`src/design/box_overlap_volume_ratio_core_assert.svh`:
```
// assertion helpers for the box overlap ratio core
`ifndef BOX_OVERLAP_VOLUME_RATIO_CORE_ASSERT_SVH
`define BOX_OVERLAP_VOLUME_RATIO_CORE_ASSERT_SVH

// same-cycle implication
`define BOXOV_ASSERT_SAME(label, ante, cons) \
    label: assert property (@(posedge clk) disable iff (!rst_n) (ante) |-> (cons)) \
        else $error("box overlap check failed");

// next-cycle implication
`define BOXOV_ASSERT_NEXT(label, ante, cons) \
    label: assert property (@(posedge clk) disable iff (!rst_n) (ante) |=> (cons)) \
        else $error("box overlap check failed");

`endif

```
`src/design/boxov_pkg.sv`:
```
package boxov_pkg;

    localparam int COORD_WIDTH     = 24;
    localparam int RATIO_FRAC_BITS = 16;
    localparam int NUM_FIELDS      = 12;

    localparam int DIFF_W     = COORD_WIDTH + 1;
    localparam int MAG_W      = COORD_WIDTH;
    localparam int PAIR_W     = 2 * MAG_W;
    localparam int VOL_W      = 3 * MAG_W;
    localparam int RATIO_W    = RATIO_FRAC_BITS + 1;
    localparam int STATUS_W   = 2;
    localparam int IN_DATA_W  = ((NUM_FIELDS * COORD_WIDTH + 7) / 8) * 8;
    localparam int OUT_DATA_W = ((RATIO_W + 7) / 8) * 8;

    localparam logic [STATUS_W-1:0] ST_OK       = 2'd0;
    localparam logic [STATUS_W-1:0] ST_DISJOINT = 2'd1;
    localparam logic [STATUS_W-1:0] ST_EMPTY    = 2'd2;

    localparam logic [RATIO_W-1:0] RATIO_ONE = {1'b1, {RATIO_FRAC_BITS{1'b0}}};

    typedef logic signed [COORD_WIDTH-1:0] coord_t;
    typedef logic [MAG_W-1:0] mag_t;

    typedef struct packed {
        logic                valid;
        logic [STATUS_W-1:0] status;
        logic                zero;
    } ctl_t;

endpackage

```
`src/design/boxov_outbuf.sv`:
```
module boxov_outbuf (
    input  logic                           clk,
    input  logic                           rst_n,
    input  boxov_pkg::ctl_t                ctl_in,
    input  logic [boxov_pkg::RATIO_W-1:0]  ratio_in,
    input  logic                           out_ready,
    output logic                           out_valid,
    output logic [boxov_pkg::RATIO_W-1:0]  out_ratio,
    output logic [boxov_pkg::STATUS_W-1:0] out_status,
    output logic                           en
);

    logic                           out_valid_reg;
    logic                           out_valid_next;
    logic [boxov_pkg::RATIO_W-1:0]  out_ratio_reg;
    logic [boxov_pkg::RATIO_W-1:0]  out_ratio_next;
    logic [boxov_pkg::STATUS_W-1:0] out_status_reg;
    logic [boxov_pkg::STATUS_W-1:0] out_status_next;
    logic                           skid_valid_reg;
    logic                           skid_valid_next;
    logic [boxov_pkg::RATIO_W-1:0]  skid_ratio_reg;
    logic [boxov_pkg::RATIO_W-1:0]  skid_ratio_next;
    logic [boxov_pkg::STATUS_W-1:0] skid_status_reg;
    logic [boxov_pkg::STATUS_W-1:0] skid_status_next;
    logic                           take;

    always_comb
    begin
        take             = out_valid_reg && out_ready;
        out_valid_next   = out_valid_reg;
        out_ratio_next   = out_ratio_reg;
        out_status_next  = out_status_reg;
        skid_valid_next  = skid_valid_reg;
        skid_ratio_next  = skid_ratio_reg;
        skid_status_next = skid_status_reg;
        priority if (skid_valid_reg)
        begin
            // pipeline frozen, drain skid first
            if (take)
            begin
                out_ratio_next  = skid_ratio_reg;
                out_status_next = skid_status_reg;
                skid_valid_next = 1'b0;
            end
        end
        else if (ctl_in.valid)
        begin
            if (!out_valid_reg || take)
            begin
                out_valid_next  = 1'b1;
                out_ratio_next  = ratio_in;
                out_status_next = ctl_in.status;
            end
            else
            begin
                skid_valid_next  = 1'b1;
                skid_ratio_next  = ratio_in;
                skid_status_next = ctl_in.status;
            end
        end
        else if (take)
        begin
            out_valid_next = 1'b0;
        end
    end

    always_ff @(posedge clk or negedge rst_n)
    begin
        if (!rst_n)
        begin
            out_valid_reg  <= 1'b0;
            skid_valid_reg <= 1'b0;
        end
        else
        begin
            out_valid_reg  <= out_valid_next;
            skid_valid_reg <= skid_valid_next;
        end
    end

    always_ff @(posedge clk)
    begin
        out_ratio_reg   <= out_ratio_next;
        out_status_reg  <= out_status_next;
        skid_ratio_reg  <= skid_ratio_next;
        skid_status_reg <= skid_status_next;
    end

    assign out_valid  = out_valid_reg;
    assign out_ratio  = out_ratio_reg;
    assign out_status = out_status_reg;
    assign en         = !skid_valid_reg;

endmodule

```
`config.mk`:
```
export PLATFORM = sky130hd
export DESIGN_NAME = boxov_outbuf
export DESIGN_NICKNAME = d
export VERILOG_FILES = /design/src/design/box_overlap_volume_ratio_core_assert.svh /design/src/design/boxov_pkg.sv /design/src/design/boxov_outbuf.sv
export SDC_FILE = /design/constraint.sdc
export NUM_CORES = 1
export LEC_CHECK = 0
export ABC_AREA = 1
export BUFFER_PORTS_ARGS = -buffer_cell sky130_fd_sc_hd__buf_4
export CORE_ASPECT_RATIO = 2
export CORE_MARGIN = 2
export CORE_UTILIZATION = 45
export CTS_CLUSTER_DIAMETER = 100
export DETAILED_ROUTE_END_ITERATION = 10
export GPL_TIMING_DRIVEN = 0
export PLACE_DENSITY = 0.71
export SYNTH_ARGS = -nofsm -noshare
export SYNTH_HDL_FRONTEND = slang
export SYNTH_SLANG_ARGS = --single-unit
```
`constraint.sdc`:
```
create_clock -name clk -period 2.58 [get_ports clk]
set_input_delay 0.258 -clock clk [delete_from_list [all_inputs] [get_ports clk]]
set_output_delay 0.258 -clock clk [all_outputs]
set_load 0.01 [all_outputs]
```
Yosys cells after proc, flatten, opt, wreduce, memory -nomap -nowiden

Cells that the tools add are included.

Flip-flop bits (word level): 40
Bits of input ports: 24
Output and inout bits: 21
Logic and storage cells: 35

Equal/unequal tests: 2
Muxes and demuxes: 15
Bitwise operators: 2
Reduce and logical (&&, ||, !) cells: 10

Operators with widths:

| operator                                                        | number |
|---|---|
| 17-bit two-way mux                                              | 4 |
| 3-bit AND reduction                                             | 3 |
| 2-bit two-way mux                                               | 4 |
| 1-bit two-way mux                                               | 7 |
| 2-bit nonzero test                                              | 3 |
| 2-bit by 1-bit != test with 1-bit output, second input constant | 2 |
| 1-bit zero test                                                 | 2 |
| 1-bit inverter                                                  | 2 |
| 1-bit logical AND                                               | 1 |
| 1-bit logical OR                                                | 1 |

Logic depth before layout (Yosys ltp)

Gate-level depths: netlist of the first run.

Word-level depth: 5
Mapped depth: 4

Least setup slack after synthesis of the first run

OpenSTA, ideal clock, no wires.

Path kind: register -> register
From: register out_valid_reg, in the netlist out_valid
To: register skid_ratio_reg[0] (netlist name) (enable)
Library setup time: 395 ps
Arrival time: 1466 ps
Data required time: 2185 ps
Setup slack: 719 ps
Stages on the path, launching flop included: 5
Period minus slack after synthesis: 1861 ps
Cells stage by stage: dfrtp_1 -> inv_1 -> nor2_1 -> inv_1 -> nor2_1

Longest elaborated chain between the ends: 4

Ends and longest elaborated chain:

| item                                                 | RTL line                               | text |
|---|---|---|
| start: declaration                                   | boxov_outbuf.sv:13                     | `logic out_valid_reg;` |
| start signal: assignment                             | boxov_outbuf.sv:76                     | `out_valid_reg <= out_valid_next;` |
| 1-bit zero test or 1-bit logical AND (tied branches) | boxov_outbuf.sv:48, boxov_outbuf.sv:29 |  |
| 1-bit logical OR (*)                                 | boxov_outbuf.sv:48                     | `if (!out_valid_reg \|\| take)` |
| 1-bit inverter (no source line) (*)                  | --                                     |  |
| 3-bit AND reduction (no source line) (*)             | --                                     |  |
| end signal: assignment                               | boxov_outbuf.sv:85                     | `skid_ratio_reg <= skid_ratio_next;` |
| end: declaration                                     | boxov_outbuf.sv:21                     | `logic [boxov_pkg::RATIO_W-1:0] skid_ratio_reg;` |

Mark *: on every way between the ends. The rest lies on a longest branch, timed or not.
A chain may end at the register's enable or synchronous reset.

Worst setup path after layout of the first run

From: register out_valid_reg, in the netlist out_valid
To: register skid_ratio_reg[3] (netlist name) (enable)

The elaborated chain is that of the path after synthesis.

==> summary.md, run 1 <==
| Metric | Value |
|---|---|
| CP arrival | `~1.7 ns` |
| Die width | `around 45 um` |
| Register area share after synthesis | `0.7973` |
| Min Tclk post-route | `about 1.8 ns` |
| Vias per cell | `approximately 4.8` |
| Largest area contributor in the netlist | `edfxtp_1` |
| Worst hold start | `ratio_in[13]` |
| Post-Synthesis Cells | `117` |
| Maximum fanout along the worst path | `19` |
| Num CTS Buffers | `5` |
| Fillcell total | `approximately 250` |
| Routed Antenna Nets | `0` |
| DRT Wirelength | `2725 um` |
| Synthesized area | `about 1500 um2` |
| HP Class | `in -> reg` |
| Area fraction of the dominant cell type after synthesis | `0.7638` |
| Nature of the critical path endpoint | `flop` |
| Max_slew headroom | `0.3737` |
| Max-Cap Viols | `0` |
| Worst R2R Start | `out_valid` |
| Min Hold Slack | `around 0.15 ns` |
| Max Slew Vio Count | `0` |
| DP Worst Slack | `just over 0.8 ns` |
| Critical-path cell list | `inv_1, nor2_1, inv_1, nor2_2` |
| Syn Area/Cell | `roughly 13 um2` |
| Syn nets | `~140` |
| Clock Path Buffers | `2` |
| WL/cell | `about 14 um` |
| Clock-pin slew on the worst setup and hold paths | `approximately 0.07 ns` |
| Fmax | `0.5700 GHz` |
| Worst-Margin Slew | `~0.94 ns` |
| Worst-Skew Late Latency | `around 0.29 ns` |
| Crit path buf inv count | `2` |
| Initial Util | `0.4732` |
| Layout cells sized above 1 | `0.3412` |
| Area after DPL | `1866 um2` |
| Final setup vio count | `0` |
| Max rail drop VDD | `0.0006092 V` |
| Most frequent cells in the layout | `nand2_1 (63), buf_4 (47), edfxtp_1 (38)` |
| CP top delay family | `simple AND/OR/NAND/NOR gates` |
| # Post-CTS Setup Buffers | `0` |
| Clk root buf | `clkbuf_8` |
| Vias post-DR | `between 900 and 1k` |
| Setup crit start | `out_valid` |
| Yosys cell types | `9` |
| Fin worst setup slack | `0.8256 ns` |
| Layout Nets | `between 150 and 200` |
| IO Count | `45` |
| TritonCTS clock tree | `yes` |
| DR iter-0 viols | `47` |
| Placeable Area | `around 3200 um2` |
| DRC viols | `0` |
| WS Path Type | `reg -> reg` |
| Tot GR Track Use | `0.1599` |
| Cell Pwr Density | `between 800 and 900 nW/um2` |
| Final Instance Count excl. Fillers | `roughly 200` |
| Pre-antenna DRT Iters | `4` |
| Ranking of synthesized cells by area | `edfxtp_1 (76%), nand2_1 (16%), dfrtp_1 (3.4%)` |
| Post-cts hold buffer count | `1` |
| Hold Vio Cnt, Final | `0` |
| Yosys synthesis warning count | `0` |
| H-tree Lvls | `2` |
| Diodes inserted | `0` |
| Vias in the first global route | `about 950` |
| RSZ-0062 raised after global routing | `no` |
| Run status | `finished, final reports clean` |
| Dpl hpwl | `~1900 um` |
| Crit-path max cell delay | `0.72 ns` |
| WP data required | `2.49 ns` |
| Global-route wire length before repair | `about 4300 um` |
| Inst Count DP | `roughly 190` |
| Startpoint types | `flop` |
| Crit path max-delay cell type | `nor2_2` |
| P&R area growth vs syn | `33.00%` |
| LEAKAGE | `approximately 0.89 nW` |
| Crit path top cell by count | `inv_1` |
| # rows | `29` |
| TNS Setup | `0 ns` |
| Synth Register Bits | `40` |
| Leading cell type in the layout, fill and taps excluded | `nand2_1` |
| Post-CTS sizing | `0` |
| Final worst-path cycle share | `0.6800` |
| GR Overflow Total | `0` |
| Clock Sinks | `40` |
| Die ar. | `~3800 um2` |
| PortBufs | `43` |
| Largest net degree at the start of global routing | `20` |
| Initial antenna violation count | `0` |
| Die height | `between 80 and 90 um` |
| GPL Wtd Cong | `approximately 0.7` |
| Finished Cell Area | `roughly 2000 um2` |
| Setup Skew | `approximately 0.0045 ns` |
[power by group]
part	switching, mW	total [mW]	internal (mW)
Combinational	0.176	0.315	0.139
Sequential	0.0241	0.844	0.820
Clock	0.208	0.494	0.286
[Yosys cell counts, drive strengths merged]
| cell | instances |
|---|---|
| o21ai | 1 |
| inv | 5 |
| buf | 4 |
| dfrtp | 2 |
| edfxtp | 38 |
| nor2 | 4 |
| nand2 | 63 |
[cell type report]
type	count	area [um2]	area share
Inverter	5	18.77	0.009446
Clock buffer	5	68.82	0.03463
Sequential cell	40	1191	0.5995
Multi-Input combinational cell	68	259.0	0.1304
Timing Repair Buffer	45	340.3	0.1713
Clock inverter	3	42.54	0.02141
Buffer	4	27.53	0.01385
Tap cell	31	38.79	0.01952
[worst paths after layout]
kind / endpoint / slack (ns) / depth (start not counted)
setup reg to reg: skid_ratio_reg[3] / 0.83 / 4
hold / removal: skid_ratio_reg[13] / 0.15 / 1
max in group asynchronous: skid_valid_reg / 2.19 / 2
min in group asynchronous: out_valid / 0.30 / 2
setup / recovery: skid_ratio_reg[3] / 0.83 / 4
hold reg to reg: out_ratio[1] / 0.52 / 2
[layer usage]
| metal | vias up | part of all wire | wire [um] | global-route usage |
|---|---|---|---|---|
| met5 | - | 0 | 0 | 0 |
| met4 | 0 | 0.018 | 49 | 0.08264 |
| met3 | 4 | 0.057 | 154 | 0.04468 |
| met2 | 33 | 0.55 | 1501 | 0.2740 |
| met1 | 451 | 0.37 | 1020 | 0.1686 |
| li1 | 484 | - | - | - |
[cells by family (layout without fill, tap and decap cells)]
| group | after synthesis | count (layout) | share of synthesized area |
|---|---|---|---|
| AND/OR/NAND/NOR | 67 | 67 | 0.1683 |
| buffers and inverters | 9 | 62 | 0.03098 |
| AO/OA/AOI/OAI | 1 | 1 | 0.003347 |
| flip-flops | 40 | 40 | 0.7973 |
[per-stage QoR]
step                      power, mW  utilization
after floorplan               1.015            -
after global placement        1.158       0.5878
after detailed placement      1.175       0.5910
after CTS                     1.673       0.6294
after global routing          1.736       0.6294
final                         1.653       0.6294
Note: power is estimated with default switching activity, not from simulation.
==> run 2: changes to the inputs <==
clock period = 1.7 ns   (was 2.58 ns; I/O delays follow)
==> run 2 against run 1 <==
Effect of this change:
- via count down 0.93%
- final cell count unchanged
- cell area up 1.1%
- setup slack worse by 0.62 ns
- hold slack worse by 0.091 ns
- first-iteration DRC count down 43%
- maximum frequency up 18%
- sequential power up 52%
- clock-buffer cell count up 1
- critical path depth unchanged
- register-to-register slack worse by 0.62 ns
- sequential cell count unchanged
- largest cell class unchanged
==> summary.md, run 2 (synthesized netlist as in run 1, its figures left out) <==
| Metric | Value |
|---|---|
| Worst R2R Start | `skid_valid_reg` |
| WP data required | `1.62 ns (-0.87 ns)` |
| Diodes inserted | `0 (unchanged)` |
| Min Tclk post-route | `1.492 ns (-0.2626 ns)` |
| Worst-Margin Slew | `0.5506 ns (-0.3878 ns)` |
| Final setup vio count | `0 (unchanged)` |
| Nature of the critical path endpoint | `flop` |
| Clock Sinks | `40 (unchanged)` |
| Fillcell total | `261 (+4.0%)` |
| Tot GR Track Use | `0.1644 (+0.004509)` |
| Leading cell type in the layout, fill and taps excluded | `nand2_1` |
| Num CTS Buffers | `5 (unchanged)` |
| Die ar. | `3825 um2 (unchanged)` |
| Min Hold Slack | `0.06382 ns (-0.09111 ns)` |
| GPL Wtd Cong | `0.6767 (-5.5%)` |
| Die height | `85.49 um (unchanged)` |
| # rows | `29 (unchanged)` |
| P&R area growth vs syn | `34.42%` |
| Vias per cell | `4.791 (-0.93%)` |
| Vias in the first global route | `1,030 (+8.6%)` |
| Footprint of the multi-input gates | `271.5 um2 (+4.8%)` |
| Routed Antenna Nets | `0 (unchanged)` |
| Setup Skew | `0.005718 ns (+0.001267 ns)` |
| DP Worst Slack | `-0.1490 ns (-0.9672 ns)` |
| Overall Power | `2.523 mW (+53%)` |
| PortBufs | `43 (unchanged)` |
| Global-route wire length before repair | `4429 um (+2.7%)` |
| Final Instance Count excl. Fillers | `201 (unchanged)` |
| Vias post-DR | `963 (-0.93%)` |
| Worst hold start | `ratio_in[14]` |
| Maximum fanout along the worst path | `19 (unchanged)` |
| GR Overflow Total | `0 (unchanged)` |
| Hold Vio Cnt, Final | `0 (unchanged)` |
| Clk root buf | `clkbuf_8` |
| Core Util, Final | `0.6361 (+0.006738)` |
| WL/cell | `13.89 um (+2.4%)` |
| Clock Path Buffers | `2 (unchanged)` |
| TNS Setup | `0 ns (unchanged)` |
| Layout Nets | `193 (unchanged)` |
| WS Path Type | `reg -> reg` |
| IO Count | `45 (unchanged)` |
| Startpoint types | `flop` |
| Die width | `44.74 um (unchanged)` |
| Initial antenna violation count | `0 (unchanged)` |
| Placeable Area | `3157 um2 (unchanged)` |
| CP arrival | `1.42 ns (-0.25 ns)` |
| Setup crit start | `skid_valid_reg` |
| Cell Pwr Density | `1256 nW/um2 (+51%)` |
| Clock-pin slew on the worst setup and hold paths | `0.07 ns (about the same)` |
| Max-Cap Viols | `0 (unchanged)` |
| Initial Util | `0.4732 (unchanged)` |
| Largest net degree at the start of global routing | `20 (unchanged)` |
| Run status | `finished, final reports clean` |
| Max_slew headroom | `0.6320 (+0.2584)` |
| LEAKAGE | `0.8949 nW (+0.71%)` |
| Max rail drop VDD | `0.001110 V (+82%)` |
| Area after DPL | `1861 um2 (-0.27%)` |
| DRC viols | `0 (unchanged)` |
| H-tree Lvls | `2 (unchanged)` |
| Layout cells sized above 1 | `0.3412 (unchanged)` |
| HP Class | `in -> reg` |
| RSZ-0062 raised after global routing | `no` |
| TritonCTS clock tree | `yes` |
| Fmax | `0.6703 GHz (+18%)` |
| DR iter-0 viols | `27 (-43%)` |
| Most frequent cells in the layout | `nand2_1 (63), buf_4 (46), edfxtp_1 (38)` |
| Worst-Skew Late Latency | `0.29 ns (about the same)` |
| Dpl hpwl | `1973 um (+2.8%)` |
| Final worst-path cycle share | `0.8776 (+0.1976)` |
| Finished Cell Area | `2008 um2 (+1.1%)` |
| Pre-antenna DRT Iters | `4 (unchanged)` |
| DRT Wirelength | `2791 um (+2.4%)` |
| Max Slew Vio Count | `0 (unchanged)` |
| Fin worst setup slack | `0.2081 ns (-0.6174 ns)` |
| Storage cell area | `1191 um2 (unchanged)` |
| Inst Count DP | `191 (-0.52%)` |
==> run 2: where the power goes <==
part | total, mW | internal, mW | switching (mW)
sequential | 1.28 | 1.24 | 0.0385
clock | 0.748 | 0.435 | 0.313
combinational | 0.492 | 0.217 | 0.275
==> run 2: worst max-delay path: stages (launching register included) <==
cell and delay (ns):
dfrtp_1 0.42, inv_2 0.07, nand2_1 0.08, nand2_1 0.11, nor2_4 0.45
==> run 2: worst paths after layout <==
| kind | cells after the start | slack, ns | to |
|---|---|---|---|
| max | 4 | 0.21 | out_ratio[3] |
| min | 1 | 0.06 | skid_ratio_reg[14] |
| max reg2reg | 4 | 0.21 | out_ratio[3] |
| min reg2reg | 2 | 0.52 | out_ratio[3] |
| max in group asynchronous | 2 | 1.42 | skid_valid_reg |
| min in group asynchronous | 2 | 0.19 | out_valid |
==> run 2: layer usage <==
layer | up-vias | GRT usage | wire length (um)
li1 | 487 | - | -
met1 | 442 | 0.1606 | 984
met2 | 29 | 0.2938 | 1596
met3 | 5 | 0.04043 | 155
met4 | 0 | 0.09091 | 54
met5 | - | 0 | 0
==> run 2: cell type report <==
class / count / share of cell area
sequential: 40 / 0.5931
clock inverter: 2 / 0.01745
tap: 31 / 0.01931
multi-input combinational: 68 / 0.1352
clock buffer: 6 / 0.03614
timing repair buffer: 45 / 0.1757
inverter: 5 / 0.009346
buffer: 4 / 0.01371
==> run 2: what timing repair did <==
action,4_1_cts,5_1_grt
resized for setup,2,0
endpoints found under the hold margin,2,0
setup buffers,0,1
setup endpoints to repair,38,19
hold buffers,1,0
pin swaps,0,1
