<file path="config.mk">
export PLATFORM = sky130hd
export DESIGN_NAME = boxov_front
export DESIGN_NICKNAME = d
export VERILOG_FILES = /design/src/design/box_overlap_volume_ratio_core_assert.svh /design/src/design/boxov_pkg.sv /design/src/design/boxov_front.sv
export SDC_FILE = /design/constraint.sdc
export NUM_CORES = 1
export LEC_CHECK = 0
export BUFFER_PORTS_ARGS = -buffer_cell sky130_fd_sc_hd__clkbuf_2
export CORE_ASPECT_RATIO = 2
export CORE_MARGIN = 8
export CORE_UTILIZATION = 45
export DETAILED_ROUTE_END_ITERATION = 12
export GPL_TIMING_DRIVEN = 0
export PLACE_DENSITY = 0.7
export SLEW_MARGIN = 5
export SYNTH_ARGS = -nofsm -noshare
export SYNTH_HDL_FRONTEND = slang
export SYNTH_SLANG_ARGS = --single-unit
</file>
<file path="constraint.sdc">
create_clock -name clk -period 2.1 [get_ports clk]
set_input_delay 0.525 -clock clk [delete_from_list [all_inputs] [get_ports clk]]
set_output_delay 0.525 -clock clk [all_outputs]
set_load 0.05 [all_outputs]
</file>
<file path="src/design/box_overlap_volume_ratio_core_assert.svh">
// assertion helpers for the box overlap ratio core
`ifndef BOX_OVERLAP_VOLUME_RATIO_CORE_ASSERT_SVH
`define BOX_OVERLAP_VOLUME_RATIO_CORE_ASSERT_SVH

// same-cycle implication
`define BOXOV_ASSERT_SAME(label, ante, cons) \
    label: assert property (@(posedge clk) disable iff (!rst_n) (ante) |-> (cons)) \
        else $error("box overlap check failed");

// next-cycle implication
`define BOXOV_ASSERT_NEXT(label, ante, cons) \
    label: assert property (@(posedge clk) disable iff (!rst_n) (ante) |=> (cons)) \
        else $error("box overlap check failed");

`endif

</file>
<file path="src/design/boxov_pkg.sv">
package boxov_pkg;

    localparam int COORD_WIDTH     = 24;
    localparam int RATIO_FRAC_BITS = 16;
    localparam int NUM_FIELDS      = 12;

    localparam int DIFF_W     = COORD_WIDTH + 1;
    localparam int MAG_W      = COORD_WIDTH;
    localparam int PAIR_W     = 2 * MAG_W;
    localparam int VOL_W      = 3 * MAG_W;
    localparam int RATIO_W    = RATIO_FRAC_BITS + 1;
    localparam int STATUS_W   = 2;
    localparam int IN_DATA_W  = ((NUM_FIELDS * COORD_WIDTH + 7) / 8) * 8;
    localparam int OUT_DATA_W = ((RATIO_W + 7) / 8) * 8;

    localparam logic [STATUS_W-1:0] ST_OK       = 2'd0;
    localparam logic [STATUS_W-1:0] ST_DISJOINT = 2'd1;
    localparam logic [STATUS_W-1:0] ST_EMPTY    = 2'd2;

    localparam logic [RATIO_W-1:0] RATIO_ONE = {1'b1, {RATIO_FRAC_BITS{1'b0}}};

    typedef logic signed [COORD_WIDTH-1:0] coord_t;
    typedef logic [MAG_W-1:0] mag_t;

    typedef struct packed {
        logic                valid;
        logic [STATUS_W-1:0] status;
        logic                zero;
    } ctl_t;

endpackage

</file>
<file path="src/design/boxov_front.sv">
module boxov_front (
    input  logic                             clk,
    input  logic                             rst_n,
    input  logic                             en,
    input  logic                             in_valid,
    input  logic [boxov_pkg::IN_DATA_W-1:0]  in_data,
    output boxov_pkg::ctl_t                  ctl,
    output logic [2:0][boxov_pkg::MAG_W-1:0] ext,
    output logic [2:0][boxov_pkg::MAG_W-1:0] ov
);

    localparam int CW = boxov_pkg::COORD_WIDTH;
    localparam int DW = boxov_pkg::DIFF_W;
    localparam int MW = boxov_pkg::MAG_W;

    boxov_pkg::coord_t smax [3];
    boxov_pkg::coord_t smin [3];
    boxov_pkg::coord_t mmax [3];
    boxov_pkg::coord_t mmin [3];
    boxov_pkg::coord_t hi   [3];
    boxov_pkg::coord_t lo   [3];
    logic signed [DW-1:0] e_d [3];
    logic signed [DW-1:0] o_d [3];

    logic disjoint;
    logic zero_ext;
    logic neg_par;
    logic zero_ov;

    boxov_pkg::ctl_t                  ctl_next;
    boxov_pkg::ctl_t                  ctl_reg;
    logic [2:0][boxov_pkg::MAG_W-1:0] ext_next;
    logic [2:0][boxov_pkg::MAG_W-1:0] ext_reg;
    logic [2:0][boxov_pkg::MAG_W-1:0] ov_next;
    logic [2:0][boxov_pkg::MAG_W-1:0] ov_reg;

    always_comb
    begin
        disjoint = 1'b0;
        zero_ext = 1'b0;
        neg_par  = 1'b0;
        zero_ov  = 1'b0;
        for (int a = 0; a < 3; a++)
        begin
            smax[a] = in_data[a * CW +: CW];
            smin[a] = in_data[(3 + a) * CW +: CW];
            mmax[a] = in_data[(6 + a) * CW +: CW];
            mmin[a] = in_data[(9 + a) * CW +: CW];
            hi[a]   = (smax[a] < mmax[a]) ? smax[a] : mmax[a];
            lo[a]   = (smin[a] > mmin[a]) ? smin[a] : mmin[a];
            e_d[a]  = $signed({smax[a][CW-1], smax[a]}) - $signed({smin[a][CW-1], smin[a]});
            o_d[a]  = $signed({hi[a][CW-1], hi[a]}) - $signed({lo[a][CW-1], lo[a]});
            if ((smax[a] < mmin[a]) || (smin[a] > mmax[a]))
            begin
                disjoint = 1'b1;
            end
            if (e_d[a] == '0)
            begin
                zero_ext = 1'b1;
            end
            neg_par = neg_par ^ e_d[a][DW-1];
            ext_next[a] = e_d[a][DW-1] ? MW'(-e_d[a]) : e_d[a][MW-1:0];
            if (o_d[a][DW-1] || (o_d[a] == '0))
            begin
                zero_ov    = 1'b1;
                ov_next[a] = '0;
            end
            else
            begin
                ov_next[a] = o_d[a][boxov_pkg::MAG_W-1:0];
            end
        end
        ctl_next.valid = in_valid;
        ctl_next.zero  = zero_ov;
        priority if (disjoint)
        begin
            ctl_next.status = boxov_pkg::ST_DISJOINT;
        end
        else if (zero_ext || neg_par)
        begin
            ctl_next.status = boxov_pkg::ST_EMPTY;
        end
        else
        begin
            ctl_next.status = boxov_pkg::ST_OK;
        end
    end

    always_ff @(posedge clk or negedge rst_n)
    begin
        if (!rst_n)
        begin
            ctl_reg <= '0;
        end
        else if (en)
        begin
            ctl_reg <= ctl_next;
        end
    end

    always_ff @(posedge clk)
    begin
        if (en)
        begin
            ext_reg <= ext_next;
            ov_reg  <= ov_next;
        end
    end

    assign ctl = ctl_reg;
    assign ext = ext_reg;
    assign ov  = ov_reg;

endmodule

</file>
[After elaboration in Yosys (flattened, before gate mapping)]
Index checks and enable logic that the tools add are counted.
Cells by class
  $add $sub $neg: 9
  magnitude comparators: 12
  mux-type cells: 20
  bitwise operators: 2
  reductions and logical operators: 13
Operator list (count)
  two-way mux 24 bit: 9
  logical NOT 25 bit: 6
  subtractor 24 x 24 -> 25 bit: 6
  > comparator 24 bit: 6
  less-than comparator 24 bit: 6
  negator 24 bit: 3
  two-way mux 1 bit: 9
  logical OR 1 bit: 7
  two-way mux 2 bit: 2
  bitwise XOR 1 bit: 2
Word-level totals
  register bits after elaboration: 148
  output and inout port bits: 148

[Logic depth before layout (Yosys ltp)]
Gate-level depths: netlist of run 1.
  depth in word-level cells: 8
  mapped depth: 29

[Worst setup path after synthesis of run 1]
No wires, ideal clock.
  path kind: input-to-reg
  start: input in_data[161] (netlist bit)
  end: register ov_reg, in the netlist ov[10] (data pin)
  setup time: 265 ps
  data arrival time: 6507 ps
  required time: 1835 ps
  slack: -4672 ps
  cell stages on the path: 29
  path through: inv_1 ha_1 a21o_1 a21o_1 a21o_1 a21oi_1 nor2b_1 o21ai_0 or4b_2 nor2_1 o311ai_0 nand2_1 buf_1 mux2i_1 ha_1 inv_1 fa_1 a211oi_1 o21ai_0 o2111ai_1 o21ai_0 o41a_1 and4_1 a2111oi_0 xnor2_1 or4_1 nand2_1 clkbuf_1 nor2_1
Between the ends
  cells in the longest elaborated chain, start to end: 5
RTL lines
  start, declared: line boxov_front.sv:6  | input logic [boxov_pkg::IN_DATA_W-1:0] in_data,
  less-than comparator 24 bit: line boxov_front.sv:49  | hi[a] = (smax[a] < mmax[a]) ? smax[a] : mmax[a];
  two-way mux 24 bit *: line boxov_front.sv:49
  subtractor 24 x 24 -> 25 bit *: line boxov_front.sv:52  | o_d[a] = $signed({hi[a][CW-1], hi[a]}) - $signed({lo[a][CW-1], lo[a]});
  logical NOT 25 bit: line boxov_front.sv:63  | if (o_d[a][DW-1] || (o_d[a] == '0))
  logical OR 1 bit: line boxov_front.sv:63
  end signal, assigned: line boxov_front.sv:106  | ov_reg <= ov_next;
  end, declared: line boxov_front.sv:35  | logic [2:0][boxov_pkg::MAG_W-1:0] ov_reg;
Every way passes the cells marked *; elsewhere a longest branch is shown, timed or not.
A chain may end at the register's enable or synchronous reset.

[Final worst setup path of run 1]
  start: input in_data[161] (netlist bit)
  end: register ov_reg, in the netlist ov[14] (data pin)
Same word-level chain as after synthesis.

==> results by stage, run 1 <==
STA:
- Across all hold checks on the routed design, the worst slack comes to around 0.29 ns.
- Dividing the final minimum period by the clock period gives 278%.
- Setup repair after global routing could not meet its margin everywhere.
- The setup slack after layout is -3.75 ns.
- Clock skew on the completed layout was measured at 0 ns.
- After routing, the total negative slack on setup checks comes to -328.07 ns.
- The max-slew headroom at the worst pin is 52.7%.
- The shortest clock period the worst path allows after layout is about 5.8 ns.
- The highest clock frequency the design can meet is roughly 0.17 GHz.
- The actual transition at the worst max-transition pin is approximately 0.71 ns.
- The final hold violation count was 0.
- The max-slew violation total from the final report is 0.
- Setup violations remaining at the end of the flow were counted as between 100 and 150.

Setup path:
- The gate family responsible for the most delay along the worst path is simple AND/OR/NAND/NOR gates.
- At the worst endpoint, the required time is 2.32 ns.
- STA classifies the critical path endpoint as a flop.
- On the critical path, the stage with the largest delay is an instance of sky130_fd_sc_hd__or4b_1.
- For the worst setup path, the data arrival time is ~6.1 ns.
- The critical path in this run is classified as in -> reg.
- The critical path contains buffers and inverters numbering 5 combined.
- The worst setup path is launched from an input port.
- The largest single stage delay on the critical path is roughly 0.52 ns.
- The maximum fanout count along the critical path is 7.

Layout:
- Relative to the synthesized area, the layout overhead comes to 41.8%.
- Cells with a size suffix above 1 make up 37.7% of the layout.
- The core utilization of the finished layout is roughly 64%.
- Leaving out fill and tap cells, the most frequent cell in the layout is sky130_fd_sc_hd__clkbuf_2.
- The number of nets in the layout is ~4,100.
- The top cell types in the final layout, fill and taps aside, are 404 x sky130_fd_sc_hd__clkbuf_2, 367 x sky130_fd_sc_hd__ha_1, 242 x sky130_fd_sc_hd__inv_1.

Detailed routing:
- The detailed router placed 24,000 vias in this run.
- Dividing the detail-routed wire length by the instance count gives around 22 um.
- The per-cell via count in the routed design is about 6.0.
- The first detailed-routing pass ran for 6 iterations.
- The number of antenna-violating nets in the routed design is 0.
- The detailed-routed wire length on met2 is about 40,000 um.
- Wires add up to 90,300 um.
- The detailed-route DRC error count is 0.
- The top layer used by detailed routing is met5.
- The wire length the detailed router placed on met1 is around 40,000 um.
- In this run, the number of DRC markers left after iteration 0 of detailed routing was around 1,900.
- The met3 wire length is about 7200 um.

Clock tree:
- The H-tree was split into 4 levels.
- In this run, CTS created clock tree buffers numbering 17.
- The number of sinks handled by clock tree synthesis is between 100 and 150.
- The root buffer cell is sky130_fd_sc_hd__clkbuf_16.
- The maximum count of clock buffers along a single path is 2.
- The TritonCTS clock tree is built.
- Clock-pin slew was measured on the worst setup and hold paths at 0.07 ns.
- The latest clock arrival within the worst-skew pair is around 0.47 ns.

Placement:
- The port buffer count is about 440.
- At the end of routability-driven placement, the weighted congestion stood at between 0.9 and 1.
- The HPWL after detailed placement is 70,400 um.

GRT:
- Entering global routing, the biggest net connects between 100 and 150 pins.
- The number of global-route vias before repair is around 23,000.
- The total track usage is 28.7%.
- The first-pass GRT wire length is about 130,000 um.
- The number of antenna violations at the first check in global routing is 13.
- The total overflow left after global routing is 0.

Logic synthesis:
- The synthesized netlist occupies a cell area of ~0.023 sq mm.
- The post-synthesis register bit count is about 150.
- Dividing the synthesized area by the synthesized cell count gives about 8.5 sq um.
- The async set-or-reset flop fraction in the synthesized netlist is around 2.7%.
- The number of flops mapped to enable cells by yosys is around 140.
- The number of nets produced by synthesis is approximately 3,400.
- The share of cell area taken by muxes after synthesis is roughly 6%.
- After synthesis, flip-flops and latches occupy roughly a fifth of the total area.
- Of the total synthesized cell area, the portion taken by XOR and XNOR cells is under 10%.
- After synthesis, the largest family of logic cells by area is adder cells.
- The fraction of the mapped netlist area in adder cells is between 20% and 30%.
- The count of unique library cells instantiated by Yosys is about 80.
- After Yosys synthesis, and, or, nand and nor cells account for approximately 16% of the synthesized area.
- In the synthesized netlist the dominant register cell turns out to be sky130_fd_sc_hd__edfxtp_1.
- The share of the synthesized area in compound gates (AO/OA/AOI/OAI) is 22.3%.
- The number of cells produced by synthesis is approximately 2,700.
- For this run, the number of Yosys warnings is 0.

Pwr:
- The internal power contribution is about 0.013 W.
- The leakage dissipation is 15.1 nW.
- Sequential cells account for 18.9% of the total power.
- The total power per unit cell area is slightly below 800 mW/mm^2.
- The combinational group share of total power is around two thirds.
- Of the total power, the share spent switching nets is 48.6%.
- For this design the total switching power over the nets is between 0.01 and 0.015 W.
- The clock network power share is between 10% and 20%.
- IR analysis of the VDD net gives a maximum drop of about 1.0 mV.

Floorplanning:
- The initial standard-cell utilization of the core is roughly 45%.
- After floorplanning, the core was divided into between 100 and 150 placement rows.
- The overall die height is roughly 330 um.
- The number of top-level pins is 440.
- The floorplan step defined a core boundary enclosing around 0.051 sq mm.
- The die boundary width is around 180 um.
- The floorplan die area is roughly 0.059 sq mm.

Status:
- The run finished, with violations left.
- The final reports fail on setup timing.

Hold path:
- The kind of path behind the tightest hold check is in -> reg.

Run:
- The max-cap check violation count is 0.
-- power by group through the flow --
stage          Sequential [W]  Combinational (W)  Clock, W
3_5_place_dp          0.00486             0.0138         0
4_1_cts               0.00482             0.0159   0.00322
5_1_grt               0.00489             0.0186   0.00327
6_report              0.00483             0.0175   0.00317
3_3_place_gp          0.00489             0.0136         0
2_1_floorplan         0.00764            0.00745         0
-- layer usage --
| layer | vias up | GRT usage, % |
|---|---|---|
| met5 | - | 0 |
| met4 | 6 | 10.1 |
| met3 | 169 | 5.26 |
| met2 | 1064 | 44.7 |
| li1 | 11300 | - |
| met1 | 11500 | 39.2 |
-- synth_stat cells (6+ instances only) --
| cell type | instances | share of area, % |
|---|---|---|
| sky130_fd_sc_hd__mux2i_1 | 58 | 2.5 |
| sky130_fd_sc_hd__o21ai_0 | 138 | 3.0 |
| sky130_fd_sc_hd__o31a_1 | 6 | 0.23 |
| sky130_fd_sc_hd__a31o_2 | 7 | 0.27 |
| sky130_fd_sc_hd__nand2b_1 | 40 | 1.1 |
| sky130_fd_sc_hd__mux2_2 | 73 | 3.6 |
| sky130_fd_sc_hd__nor4_1 | 17 | 0.47 |
| sky130_fd_sc_hd__nor3_1 | 34 | 0.74 |
| sky130_fd_sc_hd__a2111oi_0 | 11 | 0.42 |
| sky130_fd_sc_hd__a21oi_1 | 177 | 3.9 |
| sky130_fd_sc_hd__nand4_1 | 65 | 1.8 |
| sky130_fd_sc_hd__ha_1 | 429 | 23 |
| sky130_fd_sc_hd__o22ai_1 | 57 | 1.6 |
| sky130_fd_sc_hd__inv_1 | 272 | 4.5 |
| sky130_fd_sc_hd__xnor2_1 | 130 | 5.0 |
| sky130_fd_sc_hd__or3_1 | 17 | 0.47 |
| sky130_fd_sc_hd__o211ai_1 | 12 | 0.39 |
| sky130_fd_sc_hd__fa_1 | 6 | 0.53 |
| sky130_fd_sc_hd__and4_1 | 7 | 0.27 |
| sky130_fd_sc_hd__a21o_1 | 167 | 5.5 |
| sky130_fd_sc_hd__buf_1 | 8 | 0.13 |
| sky130_fd_sc_hd__clkbuf_1 | 59 | 0.97 |
| sky130_fd_sc_hd__or4_1 | 6 | 0.20 |
| sky130_fd_sc_hd__o21a_1 | 44 | 1.4 |
| sky130_fd_sc_hd__edfxtp_1 | 144 | 19 |
| sky130_fd_sc_hd__nand3_1 | 41 | 0.90 |
| sky130_fd_sc_hd__nor3b_1 | 10 | 0.33 |
| sky130_fd_sc_hd__a221o_1 | 6 | 0.26 |
| sky130_fd_sc_hd__a31oi_1 | 22 | 0.60 |
| sky130_fd_sc_hd__o31ai_1 | 16 | 0.53 |
| sky130_fd_sc_hd__a211oi_1 | 16 | 0.53 |
| sky130_fd_sc_hd__o21bai_1 | 11 | 0.36 |
| sky130_fd_sc_hd__nor2_1 | 187 | 3.1 |
| sky130_fd_sc_hd__a311o_1 | 7 | 0.31 |
| sky130_fd_sc_hd__and2_1 | 18 | 0.49 |
| sky130_fd_sc_hd__xor2_1 | 51 | 2.0 |
| sky130_fd_sc_hd__or2_2 | 13 | 0.36 |
| sky130_fd_sc_hd__nor2b_1 | 59 | 1.6 |
| sky130_fd_sc_hd__a221oi_1 | 8 | 0.31 |
| sky130_fd_sc_hd__a211o_1 | 8 | 0.31 |
| sky130_fd_sc_hd__and3_1 | 29 | 0.79 |
| sky130_fd_sc_hd__nand2_1 | 114 | 1.9 |
-- worst register-to-register path: stages (launching register included) --
cell and delay [ns]:
sky130_fd_sc_hd__dfrtp_1 0.42, sky130_fd_sc_hd__a21oi_1 0.17, sky130_fd_sc_hd__o41a_1 0.19, sky130_fd_sc_hd__a32oi_1 0.10
-- repair_timing --
action,4_1_cts,5_1_grt
pin swaps,180,140
buffers inserted,124,70
hold buffers,1,0
endpoints found under the setup margin,144,144
resized for setup,396,222
endpoints found under the hold margin,4,0
gates cloned,6,3
-- cell families (layout without fill, tap and decap cells) --
kind of cell               Yosys count  in the layout
muxes                              131            131
buffers and inverters              341            995
AOI/OAI and AO/OA                  773            773
and+or+nand+nor                    686            686
other                                0             11
DFF                                148            148
adders and majority gates          435            435
xor gates and xnor gates           181            181
-- path summary, 6_finish.rpt --
| check | startpoint | endpoint | slack (ns) | cells past startpoint |
|---|---|---|---|---|
| max | in_data[161] | ov[14]$_SDFFCE_PP0P_ | -3.75 | 29 |
| min | in_valid | ctl[3]$_DFFE_PN0P_ | 0.29 | 2 |
| max reg2reg | ctl[2]$_DFFE_PN0P_ | ctl[2]$_DFFE_PN0P_ | 1.10 | 3 |
| min reg2reg | ctl[1]$_DFFE_PN0P_ | ctl[1]$_DFFE_PN0P_ | 0.50 | 1 |
| max in group asynchronous | rst_n | ctl[0]$_DFFE_PN0P_ | 1.57 | 2 |
| min in group asynchronous | rst_n | ctl[3]$_DFFE_PN0P_ | 0.40 | 2 |
-- final cells by class --
type                       instances  area (sq um)
multi-input combinational       2206         20400
fill                            4096         18100
sequential                       148          4420
timing repair buffer             638          4420
inverter                         274          1170
tap                              654           818
buffer                            51           538
clock buffer                      21           440
clock inverter                    11           129
antenna                           11          27.5
-- metrics by stage --
stage | area (sq um) | worst slack (ns) | cells | total power [W]
3_5_place_dp | 27300 | -4.83 | 3789 | 0.0187
5_1_grt | 32400 | -3.93 | 4009 | 0.0268
2_1_floorplan | 24300 | -3.69 | 2695 | 0.0151
3_3_place_gp | 27300 | -4.92 | 3788 | 0.0185
6_report | 32400 | -3.75 | 4014 | 0.0255
4_1_cts | 30900 | -3.78 | 3939 | 0.0239
No activity file was read; power rests on OpenSTA's default activity.
==> run 2, diff against run 1 <==
--- a/config.mk
+++ b/config.mk
@@ -9,6 +9,7 @@
 export CORE_ASPECT_RATIO = 2
 export CORE_MARGIN = 8
 export CORE_UTILIZATION = 45
+export CTS_BUF_LIST = sky130_fd_sc_hd__clkbuf_4
 export DETAILED_ROUTE_END_ITERATION = 12
 export GPL_TIMING_DRIVEN = 0
 export PLACE_DENSITY = 0.7
==> run 2 against run 1 <==
  * The run still ends with setup timing left
  * Critical path depth unchanged
  * Final cell count shrank 0.17%
  * Clock skew is the same
  * Combinational power barely moved
  * Global-route usage is 0.22 points lower
  * Setup slack better by 0.21 ns
  * Sequential share of layout area up 0.29 points
  * Die area unchanged
  * Non-clock buffer count fell by 11
==> results by stage, run 2 (same netlist as run 1, synthesis figures left out) <==
Placement:
- The post-placement cell area is 0.0273 sq mm (unchanged).
- The final RePlAce weighted congestion is 0.958 (unchanged).
- The number of instances in the placed design is 3,789 (unchanged).
- The HPWL after detailed placement came to 70,400 um (unchanged).
- The port buffer count was 439 (unchanged).
- The worst slack at placement is -4.83 ns (unchanged).

Clock tree:
- The number of sinks handled by clock tree synthesis is 148 (unchanged).
- The root buffer cell is sky130_fd_sc_hd__clkbuf_4 (was sky130_fd_sc_hd__clkbuf_16).
- The number of clock buffers inserted by TritonCTS is 17 (unchanged).
- The maximum count of clock buffers along a single path is 2 (unchanged).
- The clock-pin slew reported for the worst setup and hold paths after clock tree synthesis came to 0.16 ns (was 0.07 ns).
- The latest clock arrival within the worst-skew pair came to 0.67 ns (was 0.47 ns).
- The H-tree depth came to 4 (unchanged).
- The TritonCTS clock tree is built (unchanged).

Detailed routing:
- The detailed-route DRC error count was 0 (unchanged).
- The violation count after the first detailed-routing iteration is 1,994 (was 1,857).
- The total wire length is 88,900 um (was 90,300 um).
- The via count is 23,800 (was 24,000).
- The number of antenna-violating nets in the routed design is 0 (unchanged).
- The routed wirelength normalized by instance count came to 22.2 um (was 22.5 um).
- The per-cell via count in the routed design is 5.94 (was 5.98).
- The detailed-routing iteration count for the pre-antenna-repair pass was 5 (was 6).

Layout:
- The number of nets in the layout came to 4,052 (was 4,063).
- The count of non-filler cells in the finished layout is 4,007 (was 4,014).
- The signed area change from the synthesized netlist to the final layout is 38.8% (was 41.8%).
- The most common cell after layout, fill and taps aside is sky130_fd_sc_hd__clkbuf_2 (unchanged).
- Commonest non-fill, non-tap cells in the layout: 410 x sky130_fd_sc_hd__clkbuf_2, 375 x sky130_fd_sc_hd__ha_1, 244 x sky130_fd_sc_hd__inv_1 (was 404 x sky130_fd_sc_hd__clkbuf_2, 367 x sky130_fd_sc_hd__ha_1, 242 x sky130_fd_sc_hd__inv_1).
- The post-layout instance area is 0.0317 sq mm (was 0.0324 sq mm).
- The ratio of cells with drive above 1 in the final layout came to 37.0% (was 37.7%).

Setup path:
- The critical path buffer and inverter count is 6 (was 5).
- By instance count, the cell type seen most on the critical path is sky130_fd_sc_hd__a21o_1.
- The data arrival time at the worst-slack endpoint was 6.06 ns (was 6.07 ns).
- The gate family responsible for the most delay along the worst path is simple AND/OR/NAND/NOR gates (unchanged).
- The highest-delay cell along the critical path is sky130_fd_sc_hd__or4b_1 (unchanged).
- The maximum fanout count along the critical path is 7 (unchanged).
- The kind of capture point of the worst setup path was a flop (unchanged).
- The register-to-register setup slack is 1.07 ns (was 1.10 ns).
- The critical path class is in -> reg (unchanged).
- The kind of launch point of the worst setup path is an input port (unchanged).
- The required time reported for the critical path endpoint was 2.52 ns (was 2.32 ns).
- The worst stage delay on the critical path is 0.51 ns (was 0.52 ns).

Pwr:
- The total power per unit cell area is 759 mW/mm^2 (was 787 mW/mm^2).
- The maximum ir drop on the vdd rail is 1.10 mV (was 1.05 mV).
- The leakage dissipation is 14.9 nW (was 15.1 nW).

STA:
- The final total negative setup slack is -297.45 ns (was -328.07 ns).
- RSZ-0062 raised after global routing: yes (unchanged).
- The actual transition at the worst max-transition pin is 0.774 ns (was 0.706 ns).
- The shortest clock period the worst path allows after layout is 5.63 ns (was 5.85 ns).
- The max-slew violation total from the final report is 0 (unchanged).
- The highest clock frequency the design can meet is 0.178 GHz (was 0.171 GHz).
- The final hold violation count is 0 (unchanged).
- The number of setup violations in the final report came to 144 (unchanged).
- The final cycle utilization of the critical path is 268% (was 278%).
- The worst clock skew came to 0 ns (unchanged).
- The setup slack after layout is -3.53 ns (was -3.75 ns).
- The max-slew headroom at the worst pin came to 48.2% (was 52.7%).
- The worst-case hold slack was 0.0762 ns (was 0.288 ns).

Floorplanning:
- The floorplan die area was 0.0587 sq mm (unchanged).
- The die boundary width came to 175 um (unchanged).
- The initial standard-cell utilization of the core is 45.2% (unchanged).
- The cell row count is 117 (unchanged).
- The number of top-level pins was 440 (unchanged).
- The core area is 0.0505 sq mm (unchanged).
- The overall die height came to 335 um (unchanged).

Status:
- Violations in the final reports: setup timing (unchanged).
- Status: finished with violations (unchanged).

GRT:
- The total track usage is 28.5% (was 28.7%).
- The global route total overflow came to 0 (unchanged).
- The number of antenna violations at the first check in global routing is 16 (was 13).
- The first-pass GRT wire length is 132,000 um (was 133,000 um).
- The number of global-route vias before repair is 22,900 (was 23,100).
- The pin count of the biggest net entering global routing was 110 (unchanged).

Run:
- The max-cap check violation count is 0 (unchanged).

Hold path:
- The kind of path behind the tightest hold check is in -> reg (unchanged).
[run 2: power by group]
part           internal (W)  switching (W)
Combinational       0.00673         0.0105
Sequential          0.00445       0.000358
Clock              0.000766        0.00125
Total                0.0119         0.0121
[run 2: repair_timing]
item	4_1_cts	5_1_grt
pin swaps	154	118
gates cloned	5	2
setup buffers	116	67
hold buffers	1	0
hold endpoints to repair	4	0
gates resized for setup	349	201
endpoints found under the setup margin	144	144
[run 2: worst paths after layout]
path	startpoint	to	cells past startpoint
worst max-delay path	in_data[161]	ov[9]$_SDFFCE_PP0P_	29
worst min-delay path	in_valid	ctl[3]$_DFFE_PN0P_	2
worst max register to register	ctl[2]$_DFFE_PN0P_	ctl[2]$_DFFE_PN0P_	3
worst min register to register	ctl[1]$_DFFE_PN0P_	ctl[1]$_DFFE_PN0P_	1
max in group asynchronous	rst_n	ctl[0]$_DFFE_PN0P_	2
min in group asynchronous	rst_n	ctl[3]$_DFFE_PN0P_	2
[run 2: layout make-up]
type / count / area (sq um)
inverter: 274 / 1170
buffer: 51 / 543
tap: 654 / 818
multi-input combinational: 2206 / 20200
clock buffer: 21 / 158
antenna: 15 / 37.5
clock inverter: 11 / 129
sequential: 148 / 4420
fill: 4219 / 18800
timing repair buffer: 627 / 4200
[run 2: metal layers]
| metal | track usage, % | vias up | routed length [um] |
|---|---|---|---|
| met3 | 5.49 | 151 | 6980 |
| li1 | - | 11300 | - |
| met5 | 0 | - | 41 |
| met2 | 44.1 | 962 | 39400 |
| met1 | 38.9 | 11400 | 39600 |
| met4 | 10.1 | 6 | 2940 |
[run 2: per-stage QoR]
step	utilization, %	total power [W]
finish	62.8	0.0241
global route	62.8	0.0254
CTS	60.0	0.0226
detailed placement	54.1	0.0187
global placement	54.0	0.0185
floorplan	-	0.0151
